$ cat src/rtl/rvbp_pkg.sv
// Shared types, opcode and mode codes, and immediate decoders for the branch predictor.
`default_nettype none

package rvbp_pkg;

    // Default sizing
    localparam int TABLE_ENTRIES_DEF = 1024;
    localparam int INDEX_SHIFT_DEF   = 2;

    // Opcode field
    localparam logic [6:0] OPC_JAL    = 7'h6F;
    localparam logic [6:0] OPC_JALR   = 7'h67;
    localparam logic [6:0] OPC_BRANCH = 7'h63;

    // Request codes
    localparam logic OP_PREDICT = 1'b0;
    localparam logic OP_UPDATE  = 1'b1;

    // Predictor modes
    typedef logic [1:0] t_mode;
    localparam t_mode MODE_STATIC_NT = 2'd0;
    localparam t_mode MODE_BTFN      = 2'd1;
    localparam t_mode MODE_ONE_BIT   = 2'd2;
    localparam t_mode MODE_TWO_BIT   = 2'd3;

    // Table reset values and counter bounds
    localparam logic       LAST_OUTCOME_RST = 1'b0;
    localparam logic [1:0] COUNTER_RST      = 2'b01;
    localparam logic [1:0] COUNTER_MAX      = 2'b11;
    localparam logic [1:0] COUNTER_MIN      = 2'b00;

    typedef struct packed {
        logic        operation;
        logic [63:0] pc;
        logic [31:0] instruction;
        logic        taken_resolved;
    } t_bp_req;

    typedef struct packed {
        logic        taken_guess;
        logic [63:0] target_guess;
        logic [31:0] prediction_count;
        logic [31:0] correct_count;
    } t_bp_rsp;

    // B-type immediate, sign extended to 64 bits
    function automatic logic [63:0] b_imm(input logic [31:0] w);
        b_imm = {{52{w[31]}}, w[7], w[30:25], w[11:8], 1'b0};
    endfunction

    // J-type immediate, sign extended to 64 bits
    function automatic logic [63:0] j_imm(input logic [31:0] w);
        j_imm = {{44{w[31]}}, w[19:12], w[20], w[30:21], 1'b0};
    endfunction

endpackage

`default_nettype wire

$ cat src/rtl/riscv_branch_predictor.sv
// Bimodal branch predictor: request stage with table read, result register, table clear sweep.
// Path: an accepted request is held in stage one, then loaded into the result register when it is free.
// Throughput: one request per cycle while no clear runs and the result is not stalled; each
// table is a one-write, one-read memory whose read is registered at accept and forwarded from the
// write in flight. Reset: counters clear and mode goes to two-bit; then a sweep writes the table
// reset values to every entry, during which the request side is stalled.
// TABLE_ENTRIES must be a power of two (the block does not check it); the index is pc bits above INDEX_SHIFT.
`default_nettype none

module riscv_branch_predictor #(
    parameter int TABLE_ENTRIES = rvbp_pkg::TABLE_ENTRIES_DEF,
    parameter int INDEX_SHIFT   = rvbp_pkg::INDEX_SHIFT_DEF
) (
    input  wire                    i_clk,
    input  wire                    i_rst_n,
    // Configuration write
    input  wire                    i_cfg_valid,
    output logic                   o_cfg_ready,
    input  rvbp_pkg::t_mode        i_cfg_data,
    // Request channel
    input  wire                    i_in_valid,
    output logic                   o_in_stall,
    input  rvbp_pkg::t_bp_req      i_in_data,
    // Result channel
    output logic                   o_out_valid,
    input  wire                    i_out_stall,
    output rvbp_pkg::t_bp_rsp      o_out_data
);
    import rvbp_pkg::*;

    localparam int IDX_W = (TABLE_ENTRIES > 1) ? $clog2(TABLE_ENTRIES) : 1;
    localparam logic [IDX_W-1:0] LAST_IDX = IDX_W'(TABLE_ENTRIES - 1);

    // Tables
    logic             lob_mem [TABLE_ENTRIES];
    logic [1:0]       ctr_mem [TABLE_ENTRIES];

    // Control and state registers
    t_mode            r_mode;
    logic             r_clr_busy;
    logic [IDX_W-1:0] r_clr_idx;
    logic             r_s1_valid;
    t_bp_req          r_s1_req;
    logic             r_lob_rd;
    logic [1:0]       r_ctr_rd;
    logic [31:0]      r_pred_total;
    logic [31:0]      r_corr_total;
    logic             r_out_valid;
    t_bp_rsp          r_out_data;

    // Combinational
    logic             in_acc;
    logic             s1_adv;
    logic [IDX_W-1:0] in_idx;
    logic [IDX_W-1:0] s1_idx;
    logic [IDX_W-1:0] w_idx;
    logic             lob_we;
    logic             lob_wd;
    logic             ctr_we;
    logic [1:0]       ctr_wd;
    logic [6:0]       opc;
    logic             is_jal;
    logic             is_jalr;
    logic             is_br;
    logic             guess;
    logic             is_pred;
    logic             br_upd;
    logic [63:0]      tgt_sum;
    logic [1:0]       ctr_next;
    logic [31:0]      n_pred_total;
    logic [31:0]      n_corr_total;
    t_bp_rsp          n_out_data;

    // Handshakes
    assign o_cfg_ready = 1'b1;
    assign s1_adv      = r_s1_valid && (!r_out_valid || !i_out_stall);
    assign o_in_stall  = r_clr_busy || (r_s1_valid && !s1_adv);
    assign in_acc      = i_in_valid && !o_in_stall;
    assign o_out_valid = r_out_valid;
    assign o_out_data  = r_out_data;

    assign in_idx = i_in_data.pc[INDEX_SHIFT +: IDX_W];
    assign s1_idx = r_s1_req.pc[INDEX_SHIFT +: IDX_W];

    // Decode the request in stage one
    assign opc     = r_s1_req.instruction[6:0];
    assign is_jal  = (opc == OPC_JAL);
    assign is_jalr = (opc == OPC_JALR);
    assign is_br   = (opc == OPC_BRANCH);
    assign is_pred = (r_s1_req.operation == OP_PREDICT);
    assign br_upd  = !is_pred && is_br;

    // Policy guess for a conditional branch
    always_comb begin
        unique case (r_mode)
            MODE_STATIC_NT: guess = 1'b0;
            MODE_BTFN:      guess = r_s1_req.instruction[31];
            MODE_ONE_BIT:   guess = r_lob_rd;
            MODE_TWO_BIT:   guess = r_ctr_rd[1];
            default:        guess = 1'b0;
        endcase
    end

    // Target adder, shared by JAL and conditional branch
    assign tgt_sum = r_s1_req.pc + (is_jal ? j_imm(r_s1_req.instruction)
                                           : b_imm(r_s1_req.instruction));

    // Saturating counter step
    always_comb begin
        priority if (r_s1_req.taken_resolved && r_ctr_rd == COUNTER_MAX) begin
            ctr_next = COUNTER_MAX;
        end else if (!r_s1_req.taken_resolved && r_ctr_rd == COUNTER_MIN) begin
            ctr_next = COUNTER_MIN;
        end else if (r_s1_req.taken_resolved) begin
            ctr_next = r_ctr_rd + 2'd1;
        end else begin
            ctr_next = r_ctr_rd - 2'd1;
        end
    end

    // Counts after this request
    assign n_pred_total = r_pred_total + {31'd0, is_pred && is_br};
    assign n_corr_total = r_corr_total
                        + {31'd0, br_upd && (guess == r_s1_req.taken_resolved)};

    // Result
    always_comb begin
        n_out_data.taken_guess      = is_pred && (is_jal || is_jalr || (is_br && guess));
        n_out_data.target_guess     = (is_pred && (is_jal || (is_br && guess))) ? tgt_sum
                                                                               : 64'd0;
        n_out_data.prediction_count = n_pred_total;
        n_out_data.correct_count    = n_corr_total;
    end

    // Table write port: clear sweep or training
    always_comb begin
        if (r_clr_busy) begin
            w_idx  = r_clr_idx;
            lob_we = 1'b1;
            lob_wd = LAST_OUTCOME_RST;
            ctr_we = 1'b1;
            ctr_wd = COUNTER_RST;
        end else begin
            w_idx  = s1_idx;
            lob_we = s1_adv && br_upd && (r_mode == MODE_ONE_BIT);
            lob_wd = r_s1_req.taken_resolved;
            ctr_we = s1_adv && br_upd && (r_mode == MODE_TWO_BIT);
            ctr_wd = ctr_next;
        end
    end

    // Last-outcome table: write, read at accept with forwarding
    always_ff @(posedge i_clk) begin
        if (lob_we) begin
            lob_mem[w_idx] <= lob_wd;
        end
        if (in_acc) begin
            r_lob_rd <= (lob_we && w_idx == in_idx) ? lob_wd : lob_mem[in_idx];
        end
    end

    // Counter table: write, read at accept with forwarding
    always_ff @(posedge i_clk) begin
        if (ctr_we) begin
            ctr_mem[w_idx] <= ctr_wd;
        end
        if (in_acc) begin
            r_ctr_rd <= (ctr_we && w_idx == in_idx) ? ctr_wd : ctr_mem[in_idx];
        end
    end

    // Mode register
    always_ff @(posedge i_clk) begin
        if (!i_rst_n) begin
            r_mode <= MODE_TWO_BIT;
        end else if (i_cfg_valid && o_cfg_ready) begin
            r_mode <= i_cfg_data;
        end
    end

    // Clear sweep after reset
    always_ff @(posedge i_clk) begin
        if (!i_rst_n) begin
            r_clr_busy <= 1'b1;
            r_clr_idx  <= '0;
        end else if (r_clr_busy) begin
            r_clr_idx <= r_clr_idx + IDX_W'(1);
            if (r_clr_idx == LAST_IDX) begin
                r_clr_busy <= 1'b0;
            end
        end
    end

    // Stage one: hold the request, advance on a free result register
    always_ff @(posedge i_clk) begin
        if (!i_rst_n) begin
            r_s1_valid <= 1'b0;
        end else if (in_acc) begin
            r_s1_valid <= 1'b1;
        end else if (s1_adv) begin
            r_s1_valid <= 1'b0;
        end
    end

    always_ff @(posedge i_clk) begin
        if (in_acc) begin
            r_s1_req <= i_in_data;
        end
    end

    // Running totals
    always_ff @(posedge i_clk) begin
        if (!i_rst_n) begin
            r_pred_total <= '0;
            r_corr_total <= '0;
        end else if (s1_adv) begin
            r_pred_total <= n_pred_total;
            r_corr_total <= n_corr_total;
        end
    end

    // Result register: load on advance, drop on transfer
    always_ff @(posedge i_clk) begin
        if (!i_rst_n) begin
            r_out_valid <= 1'b0;
        end else if (s1_adv) begin
            r_out_valid <= 1'b1;
        end else if (!i_out_stall) begin
            r_out_valid <= 1'b0;
        end
    end

    always_ff @(posedge i_clk) begin
        if (s1_adv) begin
            r_out_data <= n_out_data;
        end
    end

    // Checks
    a_clr_stalls_in: assert property (@(posedge i_clk) disable iff (!i_rst_n)
        r_clr_busy |-> o_in_stall)
        else $error("request taken during table clear");

    a_clr_empty_s1: assert property (@(posedge i_clk) disable iff (!i_rst_n)
        r_clr_busy |-> !r_s1_valid)
        else $error("stage one busy during table clear");

    a_s1_held: assert property (@(posedge i_clk) disable iff (!i_rst_n)
        (r_s1_valid && r_out_valid && i_out_stall) |=> r_s1_valid)
        else $error("stage one lost a request while result stalled");

    a_totals_held: assert property (@(posedge i_clk) disable iff (!i_rst_n)
        !s1_adv |=> ($stable(r_pred_total) && $stable(r_corr_total)))
        else $error("totals moved without a request advancing");

    a_no_train_idle: assert property (@(posedge i_clk) disable iff (!i_rst_n)
        (!r_clr_busy && !s1_adv) |-> (!lob_we && !ctr_we))
        else $error("table written without a request advancing");

endmodule

`default_nettype wire
$ cat config.mk
export PLATFORM = sky130hd
export DESIGN_NAME = riscv_branch_predictor
export DESIGN_NICKNAME = d
export VERILOG_FILES = /design/src/rtl/rvbp_pkg.sv /design/src/rtl/riscv_branch_predictor.sv
export SDC_FILE = /design/constraint.sdc
export NUM_CORES = 2
export LEC_CHECK = 0
export BUFFER_PORTS_ARGS = -buffer_cell sky130_fd_sc_hd__buf_2
export CAP_MARGIN = 20
export CELL_PAD_IN_SITES_DETAIL_PLACEMENT = 0
export CELL_PAD_IN_SITES_GLOBAL_PLACEMENT = 1
export CORE_UTILIZATION = 56
export CTS_BUF_LIST = sky130_fd_sc_hd__clkbuf_4 sky130_fd_sc_hd__clkbuf_8
export CTS_CLUSTER_SIZE = 25
export DETAILED_ROUTE_END_ITERATION = 6
export HOLD_SLACK_MARGIN = 0.05
export MAX_ROUTING_LAYER = met4
export PLACE_DENSITY_LB_ADDON = 0.12
export RECOVER_POWER = 50
export SETUP_SLACK_MARGIN = 0.1
export SYNTH_ARGS = -nofsm -noshare
export SYNTH_HDL_FRONTEND = slang
export SYNTH_SLANG_ARGS = --single-unit
export TNS_END_PERCENT = 1
$ cat constraint.sdc
create_clock -name i_clk -period 38.4 [get_ports i_clk]
set_input_delay 3.84 -clock i_clk [delete_from_list [all_inputs] [get_ports i_clk]]
set_output_delay 3.84 -clock i_clk [all_outputs]
set_load 0.01 [all_outputs]
**Word-level counts from Yosys, hierarchy flattened**

Memories as Yosys holds them, arrays and structs flattened. A register that Yosys moved wholly into a read port is not among the register bits.
Index checks and enable logic that the tools add are counted.

- Logic and storage cells: 81
- Memories kept: 2
- Flip-flop bits (word level): 306
- Memory bits (writable): 3072
- Output and inout bits: 132

Memory list:

| name | depth | width | read ports | clocked after Yosys merged registers in | write ports | line | text |
|---|---|---|---|---|---|---|---|
| ctr_mem | 1024 | 2 | 1 | 1 | 1 | riscv_branch_predictor.sv:36 | `logic [1:0] ctr_mem [TABLE_ENTRIES];` |
| lob_mem | 1024 | 1 | 1 | 1 | 1 | riscv_branch_predictor.sv:35 | `logic lob_mem [TABLE_ENTRIES];` |

- Mux-type cells: 20
- Add/sub/neg operators: 6
- Bitwise gates (word level): 1
- Reduce and logical (&&, ||, !) cells: 27
- Equality and inequality tests: 10

Operator list:

| kind | count |
|---|---|
| 32-bit by 1-bit adder with 32-bit output | 2 |
| 64-bit adder | 1 |
| 7-bit equality test (second input constant) | 3 |
| 20-bit 2-to-1 mux | 1 |
| 1-bit logical AND | 14 |
| 1-bit 2-to-1 mux | 13 |
| 10-bit by 1-bit adder with 10-bit output (second input constant) | 1 |
| 10-bit equality test (second input constant) | 1 |
| 10-bit 2-to-1 mux | 1 |
| 2-bit 2-to-1 mux | 4 |
| 2-bit equality test (second input constant) | 3 |
| 1-bit zero test | 5 |
| 1-bit logical OR | 5 |
| 2-bit zero test | 2 |
| 1-bit case mux with 4 select lines | 1 |
| 2-bit by 1-bit adder with 2-bit output (second input constant) | 1 |
| 2-bit by 1-bit equality test with 1-bit output (second input constant) | 1 |
| 2-bit by 1-bit != test with 1-bit output (second input constant) | 1 |
| 2-bit nonzero test | 1 |
| 2-bit by 1-bit subtractor with 2-bit output (second input constant) | 1 |
| 1-bit equality test | 1 |
| 1-bit inverter | 1 |

**Longest topological paths before layout**

- Depth after elaboration: 9
- Mapped depth: 18

**Worst setup path after synthesis**

Ideal clock, no wire load.

- Path type: register to register
- From: register r_clr_busy
- To: memory lob_mem[0] (data pin)
- Cell stages (with the launch flop): 5
- Path slack: 8.964 ns
- Clock period less this slack: 29.436 ns
- Library setup time: 4.960 ns
- Data required time: 33.440 ns
- Arrival: 24.477 ns
- Cell sequence: dfxtp_1 clkbuf_1 buf_1 buf_1 nor2_1

- Word-level cells in the longest chain between the ends: 1

RTL lines:

| item | line | text |
|---|---|---|
| start: declaration | riscv_branch_predictor.sv:40 | `logic r_clr_busy;` |
| start signal: assignment | riscv_branch_predictor.sv:184 | `r_clr_busy <= 1'b1;` |
| start signal: assignment | riscv_branch_predictor.sv:189 | `r_clr_busy <= 1'b0;` |
| 1-bit 2-to-1 mux | riscv_branch_predictor.sv:137 | `if (r_clr_busy) begin` |
| net lob_wd | riscv_branch_predictor.sv:58 | `logic lob_wd;` |
| end: declaration | riscv_branch_predictor.sv:35 |  |

The timed path passes the listed nets, and every way through them passes these cells.

**Final worst setup path**

- From: register r_s1_req[0] (netlist bit)
- To: memory lob_mem[874] (data pin)

- Word-level cells in the longest chain between the ends: 1

RTL lines:

| item | line | text |
|---|---|---|
| start: declaration | riscv_branch_predictor.sv:43 | `t_bp_req r_s1_req;` |
| start signal: assignment | riscv_branch_predictor.sv:207 | `r_s1_req <= i_in_data;` |
| 1-bit 2-to-1 mux | riscv_branch_predictor.sv:137 |  |
| net lob_wd | riscv_branch_predictor.sv:58 |  |

The timed path passes the listed nets, and every way through them passes these cells.

==> flow_metrics.tcl <==
set metrics [dict create \
    status "finished, violations left" \
    violations "capacitance limit, slew limit" \
    cts_tree "done" \
    cts_sinks 3381 \
    yosys.area.top_type "edfxtp_1" \
    ys_seq_elements 3381 \
    holdWs_ns 0.4924 \
    grt_pass1_wl_microns 577900 \
    power_density_nw_per_um2 45.86 \
    utilization_pct 62.27 \
    grt_pass1_vias 83366 \
    synthSimpleGateAreaFrac_pct 8.422 \
    ys.flop_type "edfxtp_1" \
    placementRows 185 \
    worstSetupStartpointType "flip-flop" \
    synth_xor_area_share_pct 1.072 \
    netlist_area_sq_um 143000 \
    rrSetupSlack_ns 17.26 \
    drtPass1Iterations 5 \
    drc 0 \
    clockRootBuffer "clkbuf_8" \
    final_cell_area_sq_um 158100 \
    place_hpwl_microns 214200 \
    die_y_microns 507.4 \
    cp.required_ns 39.33 \
    portBuffers 235 \
    max_freq_mhz 47.31 \
    fin_cells 13097 \
    ant_nets 0 \
    fin_tns_setup_ns 0 \
    skew_ns 0.07510 \
    slew-limit-headroom_pct -688.2 \
    cts_buffers 555 \
    die_w_microns 507.4 \
    syn_avg_cell_area_sq_um 15.87 \
    synth.area.mux_share_pct 13.66 \
    setup_violations 0 \
    worst_pin_slew_ns 11.82 \
    grt_start_max_net_pins 315 \
    routed_via_density 6.421 \
    synth_top_area_share_pct 69.32 \
    async_flop_share_pct 0 \
    critPathMaxFanout 314 \
    num_vias 84090 \
    grt_setup_unrepaired "no" \
    ctsHoldBuffers 0 \
    cts_setup_buffers 0 \
    synth_top_family_by_area "multiplexers" \
    hold_viol 0 \
    fillerInstances 18760 \
    nets 9471 \
    detail_route.wirelength_microns 404100 \
    htreeDepth 6 \
    yosys-top-cells-area "edfxtp_1 69%, mux4_2 12%, nor2_1 5.8%" \
    initial_utilization_pct 56.33 \
    fin_crit_sh_pct 55.05 \
    clk_pin_slew_worst_paths_ns 0.06 \
    syn_inst 9016 \
    total_power_mw 7.251 \
    synth_edf_count 3302 \
    yosysWarnings 0 \
    path_class "flip-flop to flip-flop" \
    wl_per_cell_microns 30.85 \
    synthToLayoutAreaGrowth_pct 10.54 \
    synth_nets 9192 \
    pre_cts_slack_ns 28.50 \
    peakVddDrop_uv 34.48 \
    io_pins 237 \
    end_kind "flip-flop" \
    synth_seq_area_share_pct 70.42 \
    dieArea_sq_um 257500 \
    drtIter0Drc 11923 \
    dpl_cell_area_sq_um 147300 \
    min_period_ns 21.14 \
    clk_path_buf_depth 4 \
    antenna_found_initial 26 \
    cts_resized 0 \
    arrival_ns 22.07 \
    min_path_type "flip-flop to flip-flop" \
    clk_latency_ns 1.19 \
    drive_above_1_share_pct 22.69 \
    setup_ws_ns 17.26 \
    grt.total_usage_pct 32.32 \
    core_sq_um 253900 \
    synthDistinctLibCells 87 \
    leakagePower_nw 49.30 \
    placedCellCount 12082 \
    yosys.area_share.adder_pct 0.6368 \
    overflow 0 \
    gp_congestion 0.8432 \
    maxCapViolCount 40 \
    synth_compound_area_share_pct 3.259 \
    slew_viol_final 3341 \
]
## power by group
part,internal [mW],switching [mW]
Combinational,0.0620,0.154
Clock,1.60,1.44
Sequential,3.99,0.000943
## cell usage in the layout (no fill, tap or decap), drive strengths merged, types with 24 or more instances in the layout
master | synthesis | routed
nor2b | 28 | 28
mux4 | 788 | 788
a21oi | 147 | 147
a21boi | 32 | 32
a21o | 40 | 40
a211oi | 32 | 32
o22ai | 35 | 35
and3 | 24 | 24
mux2 | 25 | 25
nand4 | 48 | 48
o21ai | 102 | 102
nand2 | 313 | 313
o221ai | 35 | 35
or3 | 25 | 25
ha | 68 | 68
buf | 262 | 413
nand3 | 162 | 162
nor2 | 2221 | 2221
a22oi | 81 | 81
xor2 | 67 | 67
and2 | 66 | 66
xnor2 | 108 | 108
dfxtp | 79 | 79
edfxtp | 3302 | 3302
a31oi | 24 | 24
inv | 46 | 70
mux2i | 151 | 151
clkbuf | 471 | 789
nor3 | 35 | 35
clkinv | 0 | 172
## worst paths after layout
path         cells past startpoint             from               to
max                             10      r_s1_req[0]     lob_mem[874]
min                              2  r_pred_total[0]  r_pred_total[0]
max reg2reg                     10      r_s1_req[0]     lob_mem[874]
min reg2reg                      2  r_pred_total[0]  r_pred_total[0]
## registers in the layout (all words and copies together), names as in the netlist, 2 cells and up
name          flops
r_s1_req         91
r_ctr_rd          2
ctr_mem        2048
r_pred_total     32
o_out_data      129
opc               7
r_mode            2
r_corr_total     32
r_clr_idx        10
lob_mem        1024
## cells by family after synthesis
family,count (synthesis)
buffers and inverters,779
adder cells (fa/ha/maj),71
flip-flops,3381
other,1
AO/OA/AOI/OAI,677
AND/OR/NAND/NOR,2968
multiplexers,964
XOR/XNOR,175
## cell type report
class,instances,area (sq um),area share [%]
Antenna cell,21,52.55,0.03323
Clock buffer,747,9168,5.798
Clock inverter,225,1359,0.8593
Inverter,46,183.9,0.1163
Multi-Input combinational cell,4856,39260,24.83
Sequential cell,3381,100700,63.71
Tap cell,3366,4212,2.663
Timing Repair Buffer,455,3152,1.993
## cell usage after synthesis (all sizes together), types with 13 or more instances
master   count
o21ai      102
nor2b       28
o21bai      13
xnor2      108
a221oi      20
nand3      162
a21boi      32
inv         46
and3        24
ha          68
mux2        25
a21o        40
a211oi      32
xor2        67
o211ai      19
nand4       48
mux2i      151
or3         25
nand2b      15
a21oi      147
a22oi       81
and2        66
clkbuf     471
nand2      313
mux4       788
a31oi       24
o22ai       35
edfxtp    3302
nor2      2221
a2111oi     14
dfxtp       79
nor3        35
buf        262
o221ai      35
## metal layers
layer  wire length [microns]  global-route usage [%]  vias to the layer above  share of wire (%)
met5                       0                       -                        -                  0
met4                   12800                   10.21                        0                3.2
met3                   46890                   6.780                      707                 12
met2                  189100                   48.86                     4892                 47
met1                  155300                   44.38                    43502                 38
li1                        -                       -                    34989                  -
## worst max-delay path, stage by stage (launching register included)
cell      delay, ns
edfxtp_1       0.33
inv_1          0.04
clkbuf_1       0.62
nor2_4         0.24
clkbuf_1       7.93
clkbuf_1       3.46
clkbuf_1       3.30
clkbuf_1       1.80
clkbuf_1       1.84
buf_4          0.61
buf_16         0.31
(Power assumes the default switching activity.)
